**src/sv/sha1_pkg.sv**
```systemverilog
// ----------------------------------------------------------------------------
// sha1_pkg
// Shared types, constants and helper functions of the streaming SHA-1 engine.
// ----------------------------------------------------------------------------
package sha1_pkg;

  // One input transaction: an optional message byte and an end-of-message mark.
  typedef struct packed {
    logic [7:0] byte_value;
    logic       byte_present;
    logic       message_end;
  } item_t;

  // One output transaction: a single word of the 160-bit digest.
  typedef struct packed {
    logic [31:0] digest_word;
    logic [2:0]  word_number;
    logic        final_word;
  } digest_t;

  localparam int unsigned NumChain   = 5;
  localparam int unsigned BlockWords = 16;

  localparam logic [31:0] IV_H0 = 32'h67452301;
  localparam logic [31:0] IV_H1 = 32'hEFCDAB89;
  localparam logic [31:0] IV_H2 = 32'h98BADCFE;
  localparam logic [31:0] IV_H3 = 32'h10325476;
  localparam logic [31:0] IV_H4 = 32'hC3D2E1F0;

  localparam logic [31:0] K_CH   = 32'h5A827999;
  localparam logic [31:0] K_PAR1 = 32'h6ED9EBA1;
  localparam logic [31:0] K_MAJ  = 32'h8F1BBCDC;
  localparam logic [31:0] K_PAR2 = 32'hCA62C1D6;

  localparam logic [7:0] PAD_BYTE = 8'h80;

  localparam logic [6:0] ROUND_PAR1 = 7'd20;
  localparam logic [6:0] ROUND_MAJ  = 7'd40;
  localparam logic [6:0] ROUND_PAR2 = 7'd60;
  localparam logic [6:0] LAST_ROUND = 7'd79;

  localparam logic [5:0] LAST_POS  = 6'd63;
  localparam logic [5:0] LEN_POS   = 6'd56;
  localparam logic [3:0] LAST_WORD_IDX = 4'd15;
  localparam logic [3:0] LEN_HI_IDX    = 4'd14;
  localparam logic [2:0] LAST_DIGEST   = 3'd4;

  typedef enum logic [1:0] {PH_CH, PH_PAR1, PH_MAJ, PH_PAR2} phase_t;

  typedef enum logic [1:0] {SRC_PARTIAL, SRC_ZERO, SRC_LEN_HI, SRC_LEN_LO} pad_src_t;

  typedef enum logic [2:0] {
    ST_IDLE, ST_ROUND, ST_UPDATE, ST_PAD_FIRST, ST_PAD_FILL, ST_EMIT
  } state_t;

  typedef enum logic [1:0] {CK_DATA, CK_PAD, CK_FINAL} comp_kind_t;

  // Commands from the controller to the datapath.
  typedef struct packed {
    logic       absorb;
    logic       start_comp;
    logic       round;
    phase_t     phase;
    logic       update;
    logic       pad_wr;
    logic [3:0] pad_idx;
    pad_src_t   pad_src;
    logic       restart;
    logic [2:0] out_idx;
  } dp_cmd_t;

  // Status from the datapath to the controller.
  typedef struct packed {
    logic [5:0] pos;
  } dp_status_t;

  function automatic logic [31:0] init_word(input logic [2:0] idx);
    logic [31:0] w;
    case (idx)
      3'd0:    w = IV_H0;
      3'd1:    w = IV_H1;
      3'd2:    w = IV_H2;
      3'd3:    w = IV_H3;
      default: w = IV_H4;
    endcase
    return w;
  endfunction

  function automatic logic [31:0] rol1(input logic [31:0] x);
    return {x[30:0], x[31]};
  endfunction

  function automatic logic [31:0] rol5(input logic [31:0] x);
    return {x[26:0], x[31:27]};
  endfunction

  function automatic logic [31:0] rol30(input logic [31:0] x);
    return {x[1:0], x[31:2]};
  endfunction

endpackage

```
**src/sv/sha1_dp.sv**
```systemverilog
// ----------------------------------------------------------------------------
// sha1_dp
// Datapath: byte packing, message schedule, round registers, chaining words.
// ----------------------------------------------------------------------------
module sha1_dp import sha1_pkg::*; (
  input  logic        clk,
  input  logic        rst,
  input  dp_cmd_t     cmd,
  input  logic [7:0]  byte_value,
  output dp_status_t  status,
  output logic [31:0] digest_word
);

  logic [31:0] chain [NumChain];
  logic [31:0] sched [BlockWords];
  logic [23:0] pack;
  logic [60:0] count;
  logic [31:0] a, b, c, d, e;

  logic [5:0]  pos;
  logic [31:0] f, k, w_new, temp, partial, pad_word;
  logic [63:0] bit_len;

  assign pos        = count[5:0];
  assign status.pos = pos;
  assign bit_len    = {count, 3'b000};

  // The buffer acts as a sliding window of the schedule: word 0 is W[t].
  assign w_new = rol1(sched[13] ^ sched[8] ^ sched[2] ^ sched[0]);

  always_comb begin
    case (cmd.phase)
      PH_CH: begin
        f = (b & c) | (~b & d);
        k = K_CH;
      end
      PH_PAR1: begin
        f = b ^ c ^ d;
        k = K_PAR1;
      end
      PH_MAJ: begin
        f = (b & c) | (b & d) | (c & d);
        k = K_MAJ;
      end
      default: begin
        f = b ^ c ^ d;
        k = K_PAR2;
      end
    endcase
  end

  assign temp = rol5(a) + f + e + k + sched[0];

  // Bytes already held for the current word, then the pad byte, then zeros.
  assign partial = {pack, PAD_BYTE} << {(2'd3 - pos[1:0]), 3'b000};

  always_comb begin
    case (cmd.pad_src)
      SRC_PARTIAL: pad_word = partial;
      SRC_LEN_HI:  pad_word = bit_len[63:32];
      SRC_LEN_LO:  pad_word = bit_len[31:0];
      default:     pad_word = '0;
    endcase
  end

  always_ff @(posedge clk) begin
    if (cmd.absorb) begin
      pack <= {pack[15:0], byte_value};
      if (pos[1:0] == 2'b11) begin
        sched[pos[5:2]] <= {pack, byte_value};
      end
    end
    if (cmd.pad_wr) begin
      sched[cmd.pad_idx] <= pad_word;
    end
    if (cmd.round) begin
      for (int i = 0; i < BlockWords - 1; i++) begin
        sched[i] <= sched[i + 1];
      end
      sched[BlockWords - 1] <= w_new;
    end
  end

  always_ff @(posedge clk) begin
    if (cmd.start_comp) begin
      a <= chain[0];
      b <= chain[1];
      c <= chain[2];
      d <= chain[3];
      e <= chain[4];
    end else if (cmd.round) begin
      e <= d;
      d <= c;
      c <= rol30(b);
      b <= a;
      a <= temp;
    end
  end

  always_ff @(posedge clk) begin
    if (rst || cmd.restart) begin
      for (int i = 0; i < NumChain; i++) begin
        chain[i] <= init_word(3'(i));
      end
      count <= '0;
    end else begin
      if (cmd.absorb) begin
        count <= count + 61'd1;
      end
      if (cmd.update) begin
        chain[0] <= chain[0] + a;
        chain[1] <= chain[1] + b;
        chain[2] <= chain[2] + c;
        chain[3] <= chain[3] + d;
        chain[4] <= chain[4] + e;
      end
    end
  end

  assign digest_word = chain[cmd.out_idx];

endmodule

```
**src/sv/sha1_ctrl.sv**
```systemverilog
// ----------------------------------------------------------------------------
// sha1_ctrl
// Controller: sequences absorption, padding, compression and digest output.
// ----------------------------------------------------------------------------
module sha1_ctrl import sha1_pkg::*; (
  input  logic       clk,
  input  logic       rst,
  input  logic       item_valid,
  input  logic       byte_present,
  input  logic       message_end,
  output logic       item_stall,
  output logic       digest_valid,
  input  logic       digest_stall,
  input  dp_status_t status,
  output dp_cmd_t    cmd
);

  state_t     state, state_next;
  logic [6:0] round_cnt, round_next;
  logic [3:0] pad_ptr, ptr_next;
  logic       len_here, len_next;
  logic       end_pending, end_next;
  comp_kind_t kind, kind_next;
  logic [2:0] out_idx, idx_next;
  phase_t     phase;

  always_comb begin
    if (round_cnt < ROUND_PAR1) begin
      phase = PH_CH;
    end else if (round_cnt < ROUND_MAJ) begin
      phase = PH_PAR1;
    end else if (round_cnt < ROUND_PAR2) begin
      phase = PH_MAJ;
    end else begin
      phase = PH_PAR2;
    end
  end

  always_ff @(posedge clk) begin
    if (rst) begin
      state       <= ST_IDLE;
      round_cnt   <= '0;
      pad_ptr     <= '0;
      len_here    <= 1'b0;
      end_pending <= 1'b0;
      kind        <= CK_DATA;
      out_idx     <= '0;
    end else begin
      state       <= state_next;
      round_cnt   <= round_next;
      pad_ptr     <= ptr_next;
      len_here    <= len_next;
      end_pending <= end_next;
      kind        <= kind_next;
      out_idx     <= idx_next;
    end
  end

  always_comb begin
    state_next   = state;
    round_next   = round_cnt;
    ptr_next     = pad_ptr;
    len_next     = len_here;
    end_next     = end_pending;
    kind_next    = kind;
    idx_next     = out_idx;
    item_stall   = 1'b1;
    digest_valid = 1'b0;
    cmd          = '0;
    cmd.phase    = phase;
    cmd.pad_idx  = pad_ptr;
    cmd.pad_src  = SRC_ZERO;
    cmd.out_idx  = out_idx;

    case (state)
      ST_IDLE: begin
        item_stall = 1'b0;
        if (item_valid) begin
          cmd.absorb = byte_present;
          if (byte_present && status.pos == LAST_POS) begin
            cmd.start_comp = 1'b1;
            round_next     = '0;
            kind_next      = CK_DATA;
            end_next       = message_end;
            state_next     = ST_ROUND;
          end else if (message_end) begin
            state_next = ST_PAD_FIRST;
          end
        end
      end

      ST_PAD_FIRST: begin
        cmd.pad_wr  = 1'b1;
        cmd.pad_idx = status.pos[5:2];
        cmd.pad_src = SRC_PARTIAL;
        len_next    = (status.pos < LEN_POS);
        if (status.pos[5:2] == LAST_WORD_IDX) begin
          cmd.start_comp = 1'b1;
          round_next     = '0;
          kind_next      = CK_PAD;
          state_next     = ST_ROUND;
        end else begin
          ptr_next   = status.pos[5:2] + 4'd1;
          state_next = ST_PAD_FILL;
        end
      end

      ST_PAD_FILL: begin
        cmd.pad_wr = 1'b1;
        if (len_here && pad_ptr == LEN_HI_IDX) begin
          cmd.pad_src = SRC_LEN_HI;
        end else if (len_here && pad_ptr == LAST_WORD_IDX) begin
          cmd.pad_src = SRC_LEN_LO;
        end
        if (pad_ptr == LAST_WORD_IDX) begin
          cmd.start_comp = 1'b1;
          round_next     = '0;
          kind_next      = len_here ? CK_FINAL : CK_PAD;
          state_next     = ST_ROUND;
        end else begin
          ptr_next = pad_ptr + 4'd1;
        end
      end

      ST_ROUND: begin
        cmd.round = 1'b1;
        if (round_cnt == LAST_ROUND) begin
          state_next = ST_UPDATE;
        end else begin
          round_next = round_cnt + 7'd1;
        end
      end

      ST_UPDATE: begin
        cmd.update = 1'b1;
        case (kind)
          CK_DATA: begin
            state_next = end_pending ? ST_PAD_FIRST : ST_IDLE;
          end
          CK_PAD: begin
            ptr_next   = '0;
            len_next   = 1'b1;
            state_next = ST_PAD_FILL;
          end
          CK_FINAL: begin
            idx_next   = '0;
            state_next = ST_EMIT;
          end
          default: begin
            state_next = ST_IDLE;
          end
        endcase
      end

      ST_EMIT: begin
        digest_valid = 1'b1;
        if (!digest_stall) begin
          if (out_idx == LAST_DIGEST) begin
            cmd.restart = 1'b1;
            state_next  = ST_IDLE;
          end else begin
            idx_next = out_idx + 3'd1;
          end
        end
      end

      default: begin
        state_next = ST_IDLE;
      end
    endcase
  end

endmodule

```
**src/sv/sha1_hash_engine_unit.sv**
```systemverilog
// ----------------------------------------------------------------------------
// sha1_hash_engine_unit: byte-streaming SHA-1 engine, one message byte per transaction.
// A byte transaction is taken while idle; the 64th byte of a block starts its compression.
// Message end: padding, compression of each padded block (one or two), then 5 words.
// No input is taken during compression, which uses the single shared round unit.
// Reset (rst, synchronous) idles the controller, loads h0..h4 and zeros the byte count.
// ----------------------------------------------------------------------------
//
// The design is split into a controller state machine (sha1_ctrl) and a
// datapath (sha1_dp). They talk only through the dp_cmd_t command struct and
// the dp_status_t status struct.
//
// Data flow: incoming bytes are collected big-endian in a 24-bit packing
// register and written as whole words into a 16-word buffer. The buffer also
// serves as the message schedule window: during compression it shifts down by
// one word per round, word 0 being W[t] and the new word entering at the top.
// One round of the compression function runs each cycle, followed by an
// update step that adds the working variables into the chaining words.
//
// Padding is written one buffer word per cycle. The first padding word merges
// the held bytes with the 0x80 marker; the remaining words are zero, except
// words 14 and 15 of the last block, which carry the 64-bit bit length. When
// the marker lands at byte 56 or later, a second block is built and
// compressed.
//
// The five digest words are shown straight from the chaining registers, one
// transaction per word, h0 first. The engine accepts no new input while it
// compresses, pads or delivers the digest. After the last word is taken, the
// chaining words and the byte count return to their initial values.
module sha1_hash_engine_unit import sha1_pkg::*; (
  input  logic    clk,
  input  logic    rst,
  input  logic    item_valid,
  output logic    item_stall,
  input  item_t   item,
  output logic    digest_valid,
  input  logic    digest_stall,
  output digest_t digest
);

  dp_cmd_t     cmd;
  dp_status_t  status;
  logic [31:0] digest_word;

  sha1_ctrl u_ctrl (
    .clk          (clk),
    .rst          (rst),
    .item_valid   (item_valid),
    .byte_present (item.byte_present),
    .message_end  (item.message_end),
    .item_stall   (item_stall),
    .digest_valid (digest_valid),
    .digest_stall (digest_stall),
    .status       (status),
    .cmd          (cmd)
  );

  sha1_dp u_dp (
    .clk         (clk),
    .rst         (rst),
    .cmd         (cmd),
    .byte_value  (item.byte_value),
    .status      (status),
    .digest_word (digest_word)
  );

  // The word index is held by the controller and stays stable while stalled.
  assign digest.digest_word = digest_word;
  assign digest.word_number = cmd.out_idx;
  assign digest.final_word  = (cmd.out_idx == LAST_DIGEST);

`ifndef SYNTHESIS
  // Input is only taken while no digest is pending.
  a_no_overlap: assert property (@(posedge clk) disable iff (rst)
    !(digest_valid && !item_stall))
    else $error("input accepted while digest output is pending");

  // Taking the last digest word returns the engine to accepting input.
  a_final_to_idle: assert property (@(posedge clk) disable iff (rst)
    (digest_valid && !digest_stall && digest.final_word)
    |=> (!item_stall && !digest_valid))
    else $error("engine did not return to idle after the last digest word");

  // Digest words follow each other without gaps in their numbering.
  a_word_order: assert property (@(posedge clk) disable iff (rst)
    (digest_valid && !digest_stall && !digest.final_word)
    |=> (digest_valid && digest.word_number == $past(digest.word_number) + 3'd1))
    else $error("digest words out of order");
`endif

endmodule
```
**config.mk**
```make
export PLATFORM = sky130hd
export DESIGN_NAME = sha1_hash_engine_unit
export DESIGN_NICKNAME = d
export VERILOG_FILES = /design/src/sv/sha1_pkg.sv /design/src/sv/sha1_dp.sv /design/src/sv/sha1_ctrl.sv /design/src/sv/sha1_hash_engine_unit.sv
export SDC_FILE = /design/constraint.sdc
export NUM_CORES = 2
export LEC_CHECK = 0
export BUFFER_PORTS_ARGS = -buffer_cell sky130_fd_sc_hd__buf_4
export CORE_ASPECT_RATIO = 1.25
export CORE_UTILIZATION = 30
export CTS_BUF_LIST = sky130_fd_sc_hd__clkbuf_8
export DETAILED_ROUTE_END_ITERATION = 10
export MAX_ROUTING_LAYER = met4
export SLEW_MARGIN = 20
export SYNTH_ARGS = -nofsm -noshare
export SYNTH_HDL_FRONTEND = slang
export SYNTH_SLANG_ARGS = --single-unit
```
**constraint.sdc**
```tcl
create_clock -name clk -period 15.3 [get_ports clk]
set_clock_uncertainty 0.05 [all_clocks]
set_input_delay 0.765 -clock clk [delete_from_list [all_inputs] [get_ports clk]]
set_output_delay 0.765 -clock clk [all_outputs]
set_load 0.1 [all_outputs]
```
# Word-level counts from Yosys, hierarchy flattened
# Memory sizes are Yosys's and may differ from the RTL's. A register that Yosys moved wholly into a read port is not among the register bits.
# Cells that the tools add are included.
# Widths: inputs -> output; s select.
# classes
mux,97
n_reduce_logical,24
magnitude_cmp,4
n_addsub,15
n_bitwise,18
shift,1
n_eq_ne,32
# op_table
op,n
$mux 32,22
$add 32x32->32,9
$pmux 32 s3,2
$xor 32x32->32,5
$and 32x32->32,4
$or 32x32->32,3
$pmux 32 s2,1
$reduce_or 32->1,2
$add 61x1->61 const B,1
$mux 3,13
$mux 7,5
$not 32->32,1
$shl 32x5->32,1
$mux 1,28
$pmux 7 s4,1
$mux 4,6
$mux 2,11
$pmux 3 s6,1
$lt 7x6->1 const B,2
$ne 2x2->1 const B,7
$eq 4x4->1 const B,3
$ne 2x1->1 const B,6
$pmux 4 s3,1
$reduce_and 6->1,2
other kinds (33),54
# word_totals
out_inout_bits,38
mem_count,2
wordCells,207
ram_bits,672
register_bits,266
inputBits,14
# memory_table
name,depth,width,rd,rd_clocked_by_memory_dff,wr,line_no,text
u_dp.sched,16,32,16,0,16,sha1_dp.sv:15,logic [31:0] sched [BlockWords];
u_dp.chain,5,32,6,1,5,sha1_dp.sv:14,logic [31:0] chain [NumChain];

# Logic depth before layout (Yosys ltp)
# depth
word_depth,12
depth_mapped,28
mapped_depth_nobuf,28

# Cells and area by module
# Synthesis repeated with hierarchy kept, for this count alone.
# unflattened
cells_unflattened,5557
hier_area_um2,56979.6
# modules_own_cells
module,seq_area_each_um2,area_per_inst_um2,cells_each,instances
sha1_dp,26925.8,55374.4,5360,1
sha1_ctrl,420.4,1592.8,196,1
sha1_hash_engine_unit,0.0,12.5,1,1

# Least setup slack after synthesis
# Ideal clock, no wire load.
# synth_path
kind,reg2reg
from,register u_ctrl.state[0]
to,register u_dp.a[0] (enable)
stages_incl_launch_ff,11
slack_ns,7.982
required_time_ns,14.724
synth_period_minus_slack_ns,7.318
arrival_ns,6.742
n_path_buf,3
setup_time_ns,0.526
cell_sequence,dfxtp_1 -> buf_2 -> nor2_4 -> nand2_1 -> nor2_2 -> nand2_1 -> a21oi_1 -> a21oi_1 -> clkbuf_1 -> clkbuf_1 -> nand2_1
# synth_via
elab_chain_cells,3
# synth_rtl
element,line_no,text
from (decl),sha1_ctrl.sv:18,"state_t state, state_next;"
from (signal assigned),sha1_ctrl.sv:49,state <= state_next;
"$eq 3x3->1, or another cell as far along",sha1_ctrl.sv:75,case (state)
$pmux 1 s3 / $mux 1 (equally long branches),sha1_ctrl.sv:75,
$reduce_bool 2->1 (no line) (*),n/a,
to (signal assigned),sha1_dp.sv:86,a <= chain[0];
to (signal assigned),sha1_dp.sv:96,a <= temp;
to (decl),sha1_dp.sv:18,"logic [31:0] a, b, c, d, e;"
# Mark *: on every way between the ends. The rest lies on a longest branch, timed or not.
# A chain may end at the register's enable or synchronous reset.

# Worst setup path after layout
# layout_path
from,register u_ctrl.round_cnt[3]
to,register u_dp.a[31] (data pin)
# layout_via
elab_chain_cells,12
# layout_rtl
element,line_no,text
from (decl),sha1_ctrl.sv:19,"logic [6:0] round_cnt, round_next;"
from (signal assigned),sha1_ctrl.sv:50,round_cnt <= round_next;
$lt 7x6->1,sha1_ctrl.sv:32,end else if (round_cnt < ROUND_PAR2) begin
$mux 1,sha1_ctrl.sv:32,
$mux 2,sha1_ctrl.sv:30,end else if (round_cnt < ROUND_MAJ) begin
$mux 2 (*),sha1_ctrl.sv:28,if (round_cnt < ROUND_PAR1) begin
$eq 2x2->1 / $logic_not 2->1 (equally long branches),sha1_dp.sv:32,case (cmd.phase)
$pmux 32 s2,sha1_dp.sv:32,
$add 32x32->32 (2 in a row),sha1_dp.sv:52,assign temp = rol5(a) + f + e + k + sched[0];
$add 32x32->32 (*) (2 in a row),sha1_dp.sv:52,
$mux 32 (*),sha1_dp.sv:91,end else if (cmd.round) begin
$mux 32 (*),sha1_dp.sv:85,if (cmd.start_comp) begin
# Mark *: on every way between the ends. The rest lies on a longest branch, timed or not. The select of a mux whose other input is x is not followed.

==> summary.txt <==
vias in the first global route: 35570
Max FO, Critical Path: 60
CTS sink cnt: 941
Buf/Inv on CP: 5
Core Footprint: 172100 um2
DRC viols: 0
number of synthesized flops with an enable pin: 856
Synth area leaders: edfxtp_1 49%, a21o_1 7.7%, ha_1 4.9%, fa_1 4.8%, nand2_1 3.3%
Via Count: 35830
total CTS buffers: 160
Slowest Stage Delay on Critical Path: 0.71 ns
Synth Warn #: 0
Root Buffer: clkbuf_8
VDD IR-drop max: 0.1669 mV
Setup crit end kind: flip-flop
worst slew pin tran: 1.212 ns
Clk pin slew, worst setup/hold paths: 0.06 ns
Min-Delay Path Depth: 3
WL/cell: 21.62 um
crit path kind: flip-flop to flip-flop
Die H: 468.1 um
FF-to-FF path depth: 27
Hold Crit Class: input pin to flip-flop
slowest CP cell: clkinv_1
CP Launch Type: flip-flop
IO Port Bufs: 51
first-pass GRT wire length: 225500 um
post-synthesis cell type count: 84
FF+latch count, synth: 941
Slew HR: 18.35%
CTS resizes: 0
Cells after Synth: 4529
RSZ-0062 raised after global routing: no
final WL: 150500 um
Final Power: 13.84 mW
Vias/cell: 5.145
Cell Area, Synth: 52130 um2
setup slack, reg-to-reg: 6.70 ns
Final setup viols: 0
Total GRT Usage: 17.51%
fin. max-slew vios: 0
crit-path most repeated cell: fa_1
die area: 175500 um2
Max-Cap Viols: 0
# nets final: 4945
Power Density: 236.8 nW/um2
standby leakage power: 23.50 nW
most frequent cell after synthesis: edfxtp_1
required time of the worst setup path: 15.88 ns
asr flop ratio synth: 0%
dpl hpwl: 102800 um
post-synth top area share: 49.31%
final hold vios: 0
Worst-Skew Late Latency: 0.91 ns
RR Startpoint: u_ctrl.round_cnt[3]$_SDFFE_PP0P_
largest net degree at the start of global routing: 264
Main synth FF type: edfxtp_1
Rows: 170
hold_sp: item[0]
status: finished, final reports clean
Setup TNS: 0 ns
Min-Delay Endpoint: u_ctrl.end_pending$_SDFFE_PP0P_
initial antenna violation count: 2
Ports: 52
CP arrival: 9.18 ns
share of post-route cells with drive strength above 1: 9.691%
clk buf depth: 3
Mean Syn Cell Area: 11.51 um2
starting density of the core: 30.30%
Worst R2R End: u_dp.a[31]$_DFFE_PP_
Period minus WS final: 8.597 ns
DRT antenna net count: 0
CTS tree: yes
Synth Net Count: 4872
Die W: 374.9 um
drt first pass iters: 7
CP delay by family, top: compound AO/OA/AOI/OAI gates
htree depth: 4
drt initial violations: 3191
Seq/Total Area, Yosys: 52.57%
GRT overflow: 0
largest area contributor in the netlist: edfxtp_1
Layout area overhead: 12.10%
RePlAce Congestion: 0.9520
Fmax: 116.3 MHz
fin crit share: 56.19%
Post-synth top cells: 856 x edfxtp_1, 535 x a21o_1, 454 x nand2_1
[metal layers]
layer	wire [um]	vias up	share of wire [%]	global-route usage, %
li1	-	16550	-	-
met1	64610	18000	43	21.65
met2	73730	1021	49	28.92
met3	6617	255	4.4	2.338
met4	5588	0	3.7	6.986
met5	0	-	0	-
[timing repair]
action                    in CTS  in global routing
hold endpoints to repair       8                  0
setup buffers                  0                  0
hold buffers                   8                  0
[cell families (layout without fill, tap and decap cells)]
family,Yosys count,in the layout,synth area share (%)
multiplexers,112,112,3.024
AND/OR/NAND/NOR,1002,1002,8.787
adder cells (fa/ha/maj),329,329,9.696
buffers and inverters,527,724,3.831
XOR/XNOR,310,310,5.208
flip-flops,941,941,52.57
other,0,2,0
AO/OA/AOI/OAI,1308,1308,16.88
[per-stage QoR]
step | std cells | util [%] | hold slack, ns | instance area (um2) | setup WS (ns)
3_5_place_dp | 6667 | 32.11 | 0.4046 | 55250 | 6.629
5_1_grt | 6964 | 33.96 | 0.1010 | 58440 | 6.054
3_3_place_gp | 6667 | 32.11 | 0.3962 | 55250 | 6.818
6_report | 6964 | 33.96 | 0.1365 | 58440 | 6.703
4_1_cts | 6961 | 33.93 | 0.05193 | 58380 | 6.621
2_1_floorplan | 4529 | - | 0.3913 | 52130 | 7.982
[worst max-delay path by stage]
| stage | start | end | cells after the start |
|---|---|---|---|
| floorplan | u_ctrl.state[0]$_SDFFE_PP0P_ | u_dp.a[0]$_DFFE_PP_ | 10 |
| global placement | u_ctrl.round_cnt[3]$_SDFFE_PP0P_ | u_dp.a[31]$_DFFE_PP_ | 27 |
| detailed placement | u_ctrl.round_cnt[3]$_SDFFE_PP0P_ | u_dp.a[31]$_DFFE_PP_ | 27 |
| CTS | u_ctrl.round_cnt[3]$_SDFFE_PP0P_ | u_dp.a[31]$_DFFE_PP_ | 27 |
| global route | u_ctrl.round_cnt[3]$_SDFFE_PP0P_ | u_dp.a[31]$_DFFE_PP_ | 27 |
| finish | u_ctrl.round_cnt[3]$_SDFFE_PP0P_ | u_dp.a[31]$_DFFE_PP_ | 27 |
[report_power, final]
group | leakage, nW | total [mW] | switching (mW) | internal (mW)
Clock | 1.76 | 2.24 | 1.11 | 1.13
Combinational | 13.2 | 7.13 | 4.37 | 2.76
Sequential | 8.53 | 4.47 | 0.433 | 4.04
[area by class of cell]
cell class                 instances  area, um2
multi-input combinational       3061      23000
fill                           17030     113600
inverter                         318       1194
clock buffer                     164       2257
antenna                            2      5.005
tap                             2236       2798
sequential                       941      27410
clock inverter                   122      793.3
timing repair buffer             120      978.4
[worst register-to-register path: stages, from the launching register on]
cell,delay [ns]
dfxtp_1,0.43
nor2_1,0.06
o21ai_0,0.21
a221o_2,0.19
buf_4,0.52
clkinv_1,0.72
ha_1,0.58
inv_2,0.57
o22ai_1,0.16
o21ai_0,0.25
fa_1,0.47
fa_1,0.50
fa_1,0.51
inv_1,0.04
ha_1,0.21
inv_1,0.08
fa_1,0.21
nor2b_1,0.06
o21a_1,0.18
o21a_1,0.20
o41a_1,0.39
or3_1,0.38
a21oi_2,0.30
o211ai_1,0.21
a2111oi_0,0.50
o21bai_1,0.17
xnor2_1,0.14
o21ai_0,0.08
[layout by cell type, fill, tap and decap left out, types with 16 or more instances in the layout]
master    Yosys  final
a31oi_1      19     19
o21a_1       87     87
xnor2_1     151    151
a21o_1      535    533
or3_1        28     28
mux4_2       32     32
dfxtp_1      85     82
ha_1        204    204
nand4_1      20     20
clkinv_1      2     34
mux2i_1      36     36
edfxtp_1    856    856
buf_4         3    108
mux2_2       44     44
nand2_1     454    452
and3_1       27     27
inv_1       315    373
xor2_1      159    159
a222oi_1     17     17
fa_1        125    125
clkbuf_8      0    164
a21oi_1     183    181
a211oi_1     28     28
nand3_1      52     52
a221oi_1     16     16
o21bai_1     21     21
o22ai_1      27     27
o21ai_0     266    253
nand2b_1     44     42
nor3_1       49     49
nor2b_1      30     28
nor2_1      237    226
[sequential cells by signal, indices dropped and copies added, names as in the netlist, named ones only]
register	flops
u_ctrl.state	3
u_dp.d	32
u_ctrl.len_here	1
u_ctrl.end_pending	1
u_dp.c	32
u_ctrl.out_idx	3
u_dp.e	32
u_ctrl.kind	2
u_dp.b	32
u_dp.pack	24
u_dp.sched	512
u_dp.chain	160
u_dp.a	32
u_ctrl.pad_ptr	4
u_dp.count	61
u_ctrl.round_cnt	7
No activity file was read; power rests on OpenSTA's default activity.
